**src/rtl/lsrv_pkg.sv**
```systemverilog
// Shared constants, codes and request/response types of the LIFO stack with remove-by-value.
package lsrv_pkg;

	// Storage geometry.
	localparam int DEPTH  = 16;
	localparam int ADDR_W = $clog2(DEPTH);
	localparam int CNT_W  = $clog2(DEPTH + 1);

	// Field widths fixed by the interface.
	localparam int WORD_W   = 32;
	localparam int MODE_W   = 2;
	localparam int STATUS_W = 2;
	localparam int FILL_W   = 5;

	// Operation codes.
	localparam logic [MODE_W-1:0] MODE_PUSH   = 2'd0;
	localparam logic [MODE_W-1:0] MODE_POP    = 2'd1;
	localparam logic [MODE_W-1:0] MODE_REMOVE = 2'd2;

	// Status codes.
	localparam logic [STATUS_W-1:0] STATUS_OK       = 2'd0;
	localparam logic [STATUS_W-1:0] STATUS_EMPTY    = 2'd1;
	localparam logic [STATUS_W-1:0] STATUS_NOTFOUND = 2'd2;
	localparam logic [STATUS_W-1:0] STATUS_FULL     = 2'd3;

	typedef struct packed {
		logic [MODE_W-1:0] mode;
		logic [WORD_W-1:0] value;
	} req_t;

	typedef struct packed {
		logic [WORD_W-1:0]   data;
		logic [STATUS_W-1:0] status;
		logic [FILL_W-1:0]   fill;
	} rsp_t;

endpackage

```
**src/rtl/lifo_stack_with_remove_by_value.sv**
```systemverilog
// Top level of the LIFO stack with remove-by-value: sequencer, entry count and response register.
//
//   Channel | Handshake            | Payload
//   --------+----------------------+------------------------------------
//   request | req_valid/req_ready  | req  (lsrv_pkg::req_t: mode, value)
//   response| rsp_valid/rsp_ready  | rsp  (lsrv_pkg::rsp_t: data, status, fill)
//
// Steps per request, from its acceptance in the idle state to loading the result into
// the response register: push, an unused mode, or any request rejected for an empty or
// full stack finishes in the execute state; pop adds a state for the registered RAM read;
// remove reads the top entry, scans from the top down to the match, then shifts the entries
// above the match down one place, since the single RAM read port delivers one word per cycle
// both for the search and for the shift.
// Reset clears the entry count, the control state and the response registers; the RAM is not cleared,
// as no entry at or above the count is ever read. No clearing pass is needed.
// A new request is taken only while the sequencer is idle, but a finished result may
// still wait in the response register; if that register is still occupied when the
// next result is ready, the sequencer parks the result and waits for rsp_ready.
module lifo_stack_with_remove_by_value (
	input  logic          clk,
	input  logic          arst_n,
	input  logic          req_valid,
	output logic          req_ready,
	input  lsrv_pkg::req_t req,
	output logic          rsp_valid,
	input  logic          rsp_ready,
	output lsrv_pkg::rsp_t rsp
);

	localparam int ADDR_W   = lsrv_pkg::ADDR_W;
	localparam int CNT_W    = lsrv_pkg::CNT_W;
	localparam int WORD_W   = lsrv_pkg::WORD_W;
	localparam int STATUS_W = lsrv_pkg::STATUS_W;
	localparam int FILL_W   = lsrv_pkg::FILL_W;

	typedef enum logic [2:0] {
		ST_IDLE,
		ST_EXEC,
		ST_POP_RD,
		ST_SEARCH,
		ST_SHIFT,
		ST_RESP
	} state_t;

	state_t                   state_q, state_d;
	logic [CNT_W-1:0]         count_q, count_d;
	logic [ADDR_W-1:0]        ptr_q, ptr_d;
	lsrv_pkg::req_t           op_q;
	lsrv_pkg::rsp_t           rsp_q, park_q;
	logic                     rsp_valid_q;

	// RAM interface.
	logic                     wr_en;
	logic [ADDR_W-1:0]        wr_addr;
	logic [WORD_W-1:0]        wr_data;
	logic                     rd_en;
	logic [ADDR_W-1:0]        rd_addr;
	logic [WORD_W-1:0]        rd_data;

	// Completion of the current request.
	logic                     fin;
	logic [WORD_W-1:0]        fin_data;
	logic [STATUS_W-1:0]      fin_status;
	lsrv_pkg::rsp_t           fin_rsp;

	logic                     slot_free;
	logic [CNT_W-1:0]         count_m1;
	logic [ADDR_W-1:0]        top_idx;
	logic [CNT_W-1:0]         ptr_ext;

	lsrv_ram #(
		.DEPTH (lsrv_pkg::DEPTH),
		.WIDTH (WORD_W)
	) u_ram (
		.clk     (clk),
		.wr_en   (wr_en),
		.wr_addr (wr_addr),
		.wr_data (wr_data),
		.rd_en   (rd_en),
		.rd_addr (rd_addr),
		.rd_data (rd_data)
	);

	// The response register can take a new result when it is empty or being drained.
	assign slot_free = !rsp_valid_q || rsp_ready;
	assign count_m1  = count_q - CNT_W'(1);
	assign top_idx   = count_m1[ADDR_W-1:0];
	assign ptr_ext   = CNT_W'(ptr_q);

	assign req_ready = (state_q == ST_IDLE);
	assign rsp_valid = rsp_valid_q;
	assign rsp       = rsp_q;

	// Sequencer. The RAM is accessed at most once for reading and once for writing per
	// cycle. During the shift, the write to entry k overlaps the read of entry k+2, so
	// the same entry is never read and written in one cycle and no forwarding is needed.
	// A push and a later read of the same entry are always separated by the idle cycle.
	always_comb begin
		state_d    = state_q;
		count_d    = count_q;
		ptr_d      = ptr_q;
		wr_en      = 1'b0;
		wr_addr    = ptr_q;
		wr_data    = rd_data;
		rd_en      = 1'b0;
		rd_addr    = ptr_q;
		fin        = 1'b0;
		fin_data   = '0;
		fin_status = lsrv_pkg::STATUS_OK;

		case (state_q)
			ST_IDLE: begin
				if (req_valid) begin
					state_d = ST_EXEC;
				end
			end
			ST_EXEC: begin
				case (op_q.mode)
					lsrv_pkg::MODE_PUSH: begin
						fin = 1'b1;
						if (count_q == CNT_W'(lsrv_pkg::DEPTH)) begin
							fin_status = lsrv_pkg::STATUS_FULL;
						end else begin
							wr_en   = 1'b1;
							wr_addr = count_q[ADDR_W-1:0];
							wr_data = op_q.value;
							count_d = count_q + CNT_W'(1);
						end
					end
					lsrv_pkg::MODE_POP: begin
						if (count_q == '0) begin
							fin        = 1'b1;
							fin_status = lsrv_pkg::STATUS_EMPTY;
						end else begin
							rd_en   = 1'b1;
							rd_addr = top_idx;
							count_d = count_m1;
							state_d = ST_POP_RD;
						end
					end
					lsrv_pkg::MODE_REMOVE: begin
						if (count_q == '0) begin
							fin        = 1'b1;
							fin_status = lsrv_pkg::STATUS_NOTFOUND;
						end else begin
							rd_en   = 1'b1;
							rd_addr = top_idx;
							ptr_d   = top_idx;
							state_d = ST_SEARCH;
						end
					end
					default: begin
						fin = 1'b1;
					end
				endcase
			end
			ST_POP_RD: begin
				fin      = 1'b1;
				fin_data = rd_data;
			end
			ST_SEARCH: begin
				// rd_data holds the entry at ptr_q, scanned from the top downwards.
				if (rd_data == op_q.value) begin
					if (ptr_ext + CNT_W'(1) < count_q) begin
						rd_en   = 1'b1;
						rd_addr = ptr_q + ADDR_W'(1);
						state_d = ST_SHIFT;
					end else begin
						count_d = count_m1;
						fin     = 1'b1;
					end
				end else if (ptr_q == '0) begin
					fin        = 1'b1;
					fin_status = lsrv_pkg::STATUS_NOTFOUND;
				end else begin
					rd_en   = 1'b1;
					rd_addr = ptr_q - ADDR_W'(1);
					ptr_d   = ptr_q - ADDR_W'(1);
				end
			end
			ST_SHIFT: begin
				// rd_data holds the entry just above ptr_q; move it down one place.
				wr_en   = 1'b1;
				wr_addr = ptr_q;
				wr_data = rd_data;
				if (ptr_ext + CNT_W'(2) < count_q) begin
					rd_en   = 1'b1;
					rd_addr = ptr_q + ADDR_W'(2);
					ptr_d   = ptr_q + ADDR_W'(1);
				end else begin
					count_d = count_m1;
					fin     = 1'b1;
				end
			end
			ST_RESP: begin
				if (slot_free) begin
					state_d = ST_IDLE;
				end
			end
			default: begin
				state_d = ST_IDLE;
			end
		endcase

		if (fin) begin
			state_d = slot_free ? ST_IDLE : ST_RESP;
		end
	end

	always_comb begin
		fin_rsp.data   = fin_data;
		fin_rsp.status = fin_status;
		fin_rsp.fill   = FILL_W'(count_d);
	end

	// State, entry count, captured request and the response register.
	always_ff @(posedge clk or negedge arst_n) begin
		if (!arst_n) begin
			state_q     <= ST_IDLE;
			count_q     <= '0;
			ptr_q       <= '0;
			op_q        <= '0;
			rsp_q       <= '0;
			park_q      <= '0;
			rsp_valid_q <= 1'b0;
		end else begin
			state_q <= state_d;
			count_q <= count_d;
			ptr_q   <= ptr_d;

			if (req_valid && req_ready) begin
				op_q <= req;
			end

			if (fin) begin
				if (slot_free) begin
					rsp_q <= fin_rsp;
				end else begin
					park_q <= fin_rsp;
				end
			end else if (state_q == ST_RESP && slot_free) begin
				rsp_q <= park_q;
			end

			// A finished or parked result enters the register whenever it is free.
			if ((fin || state_q == ST_RESP) && slot_free) begin
				rsp_valid_q <= 1'b1;
			end else if (rsp_ready) begin
				rsp_valid_q <= 1'b0;
			end
		end
	end

	// The entry count never goes beyond the storage depth.
	assert property (@(posedge clk) disable iff (!arst_n)
		count_q <= CNT_W'(lsrv_pkg::DEPTH))
		else $error("entry count exceeds depth");

	// A shift write always lands below the current top of the stack.
	assert property (@(posedge clk) disable iff (!arst_n)
		(wr_en && state_q == ST_SHIFT) |-> (CNT_W'(wr_addr) + CNT_W'(1) < count_q))
		else $error("shift write outside the occupied entries");

	// The stack is never written while the sequencer is idle or parked.
	assert property (@(posedge clk) disable iff (!arst_n)
		(state_q == ST_IDLE || state_q == ST_RESP) |-> !wr_en)
		else $error("RAM write outside an operation");

	// A new response appears only after a request finished or a parked result drained.
	assert property (@(posedge clk) disable iff (!arst_n)
		$rose(rsp_valid_q) |-> $past(fin || state_q == ST_RESP))
		else $error("response raised without a finished request");

	// While idle, the entry count holds.
	assert property (@(posedge clk) disable iff (!arst_n)
		state_q == ST_IDLE |=> count_q == $past(count_q))
		else $error("entry count changed while idle");

endmodule

```
**src/rtl/lsrv_ram.sv**
```systemverilog
// Simple dual-port synchronous RAM with one write port and a registered read port.
module lsrv_ram #(
	parameter int DEPTH = 16,
	parameter int WIDTH = 32,
	localparam int AW = $clog2(DEPTH)
) (
	input  logic             clk,
	input  logic             wr_en,
	input  logic [AW-1:0]    wr_addr,
	input  logic [WIDTH-1:0] wr_data,
	input  logic             rd_en,
	input  logic [AW-1:0]    rd_addr,
	output logic [WIDTH-1:0] rd_data
);

	logic [WIDTH-1:0] mem [DEPTH];

	always_ff @(posedge clk) begin
		if (wr_en) begin
			mem[wr_addr] <= wr_data;
		end
	end

	// Read data is held until the next read is issued.
	always_ff @(posedge clk) begin
		if (rd_en) begin
			rd_data <= mem[rd_addr];
		end
	end

endmodule

```
**config.mk**
```make
export PLATFORM = sky130hd
export DESIGN_NAME = lifo_stack_with_remove_by_value
export DESIGN_NICKNAME = d
export VERILOG_FILES = /design/src/rtl/lsrv_pkg.sv /design/src/rtl/lifo_stack_with_remove_by_value.sv /design/src/rtl/lsrv_ram.sv
export SDC_FILE = /design/constraint.sdc
export NUM_CORES = 1
export LEC_CHECK = 0
export BUFFER_PORTS_ARGS = -buffer_cell sky130_fd_sc_hd__buf_2
export CAP_MARGIN = 40
export CORE_MARGIN = 2
export CORE_UTILIZATION = 54
export DETAILED_ROUTE_END_ITERATION = 7
export PLACE_DENSITY = 0.82
export SYNTH_ARGS = -nofsm -noshare
export SYNTH_HDL_FRONTEND = slang
export SYNTH_SLANG_ARGS = --single-unit
```
**constraint.sdc**
```tcl
create_clock -name clk -period 5.9 [get_ports clk]
set_clock_uncertainty 0.2 [all_clocks]
set_input_delay 0 -clock clk [delete_from_list [all_inputs] [get_ports clk]]
set_output_delay 0 -clock clk [all_outputs]
set_load 0.01 [all_outputs]
```
==> results.toml <==
[status]
status = "finished, final reports clean"

[final_layout]
final_common_cell = "edfxtp_1"
area_delta_synth_final_pct = 15.5
drive_gt1_frac = 0.154
nFillCells = 3487
layout.nets = 2248
final_cell_mix = "edfxtp_1, a211oi_1, nand2_1"

[clock_network]
h-tree-depth = 2
cts_resized = 0
clockRootBuffer = "clkbuf_16"
holdBufCountCts = 106
clk_latency_ps = 650
postCtsSetupRepairBufs = 0
cts.sink_count = 669
clk_pin_slew_ps = 70
cts_tree = "built"
cts-buffers-inserted = 61
clk_path_buf_depth = 3

[setup_path]
end_kind = "register"
criticalPathCategory = "reg -> reg"
r2r_start = "u_ram.rd_data[23]"
required_ps = 6070
cp_max_fo = 53
setup.worst_path.start = "u_ram.rd_data[23]"
critPathLaunchType = "register"
arrival_ps = 5380

[grt]
grt_pass1_wl_um = 120000
overflow = 0
grt_max_degree = 129
grt_pass1_vias = 19700
grt_util_all_layers = 0.283
antenna_found_initial = 2

[synth]
synth_top_flop_cell = "edfxtp_1"
synth_area_um2 = 29000
synth_edf_count = 544
ys_types = 67
avgSynthCellArea_um2 = 14.1
ys_ff_latch = 669
ys.warnings.count = 0
seq_area_frac_synth = 0.671
synth_nets = 2110
synth_async_sr_flop_share = 0.187
synthesis.instances = 2052

[timing]
fin_tns_setup_ps = 0
rsz0062_at_grt = "no"
fmax_ghz = 0.192
setup_viol = 0
worst_slack_ps = 692
relSlewSlack = 0.281
fin_crit_sh = 0.883
worstMarginPinSlew_ps = 1080
slew_violations = 0
period_minus_slack_ps = 5210
hold_viol = 0

[routing]
drc = 0
ant_nets = 0
wl_um = 79300
via_per_inst = 6.71
drtIter0Drc = 2701
via_count = 19700
drt_pre_antenna_iters = 5
wl_per_cell_um = 27.1

[floorplanning]
die_area_um2 = 55600
initial_core_util = 0.548
io_pins = 79
die_h_um = 236
die_w_um = 236
num_rows = 84
design.core.area_um2 = 52900

[placed_design]
dpl_worst_slack_ps = 883
dpl.hpwl_um = 41500
routabilityCongestion = 0.955
portBuffers = 78

[flow_run]
cap_violations = 0

[hold_path]
hold_path_class = "in -> async"
[metal layers]
| layer | wire (um) | part of all wire | GRT usage | vias up |
|---|---|---|---|---|
| li1 | - | - | - | 8313 |
| met1 | 29100 | 0.37 | 0.357 | 9679 |
| met2 | 37900 | 0.48 | 0.464 | 1368 |
| met3 | 8140 | 0.10 | 0.0546 | 290 |
| met4 | 4180 | 0.053 | 0.152 | 2 |
| met5 | 13 | 0.00016 | 0 | - |
[critical path, cell delays in order, from the launching register on]
cell      delay, ps
edfxtp_1        550
xor2_1          240
nor4_1          700
nand4_1         560
nor2_1          530
nor3_2          120
or3_4           610
buf_12          300
a211oi_1        490
a211oi_1        120
or4_1           430
[synthesized netlist by cell type (all sizes together) (3+ instances only)]
cell	n	area share
a32oi	4	0.0012
o21ai	91	0.016
o31ai	3	0.00078
clkbuf	121	0.016
a211oi	259	0.073
inv	15	0.0019
edfxtp	544	0.56
nor4b	129	0.039
a211o	3	0.00091
xnor2	5	0.0015
nor3b	4	0.0012
a21boi	37	0.0096
and3	4	0.00086
nand2	220	0.029
nor3	12	0.0021
nand4	3	0.00065
o21a	3	0.00078
nor2	46	0.0060
or4	32	0.0083
mux2i	143	0.049
a31oi	7	0.0015
nand3	9	0.0016
o22ai	6	0.0013
nand2b	5	0.0011
nor4	12	0.0026
ha	20	0.0086
mux2	41	0.016
or3	6	0.0013
a22oi	3	0.00078
o41ai	3	0.00091
and2	3	0.00065
buf	43	0.011
and4	3	0.00091
dfrtp	125	0.11
a21o	3	0.00078
xor2	35	0.011
a32o	3	0.0010
a21oi	20	0.0035
nor2b	3	0.00065
[kinds of logic after synthesis]
logic type | count (synthesis) | share of synthesized area
DFF | 669 | 0.671
and+or+nand+nor | 499 | 0.0977
AOI/OAI and AO/OA | 461 | 0.117
muxes | 184 | 0.0653
buffers and inverters | 179 | 0.0281
xor gates and xnor gates | 40 | 0.0121
adders and majority gates | 20 | 0.00863
[per-stage QoR]
stage          hold slack [ps]  utilization  area [um^2]  cells
3_3_place_gp             -39.3        0.572        30300   2706
5_1_grt                    157        0.633        33500   2930
2_1_floorplan             -496            -        29000   2052
3_5_place_dp              -383        0.574        30300   2709
4_1_cts                    122        0.633        33500   2929
6_report                   134        0.633        33500   2930
[cell type report]
class	instances	area, um^2	share of cell area
flip-flops and latches	669	19500	0.581
multi-input cells	1204	8910	0.266
repair buffers	239	2110	0.0629
clock buffers	75	1710	0.0509
well taps	688	861	0.0257
clock inverters	39	373	0.0111
inverters	15	56.3	0.00168
diodes	1	2.50	0.0000747
[state kept, by name, indices dropped and copies added, names as in the netlist]
name           cells
rsp_valid          1
ptr_q              4
op_q              34
u_ram.mem        512
count_q            5
u_ram.rd_data     32
state_q            3
rsp               39
park_q            39
[final timing paths]
path                                    end  slack [ps]  depth (start not counted)
setup reg to reg           u_ram.rd_data[9]         690                         10
max in group asynchronous           op_q[9]        3940                          5
hold reg to reg                      rsp[5]         270                          2
hold / removal                    park_q[6]         130                          3
min in group clk                  rsp_valid         190                          4
setup / recovery           u_ram.rd_data[9]         690                         10
Power is left out: the tool's default activity adds up to more than one toggle a clock period on the data nets, which glitch-free logic cannot reach.
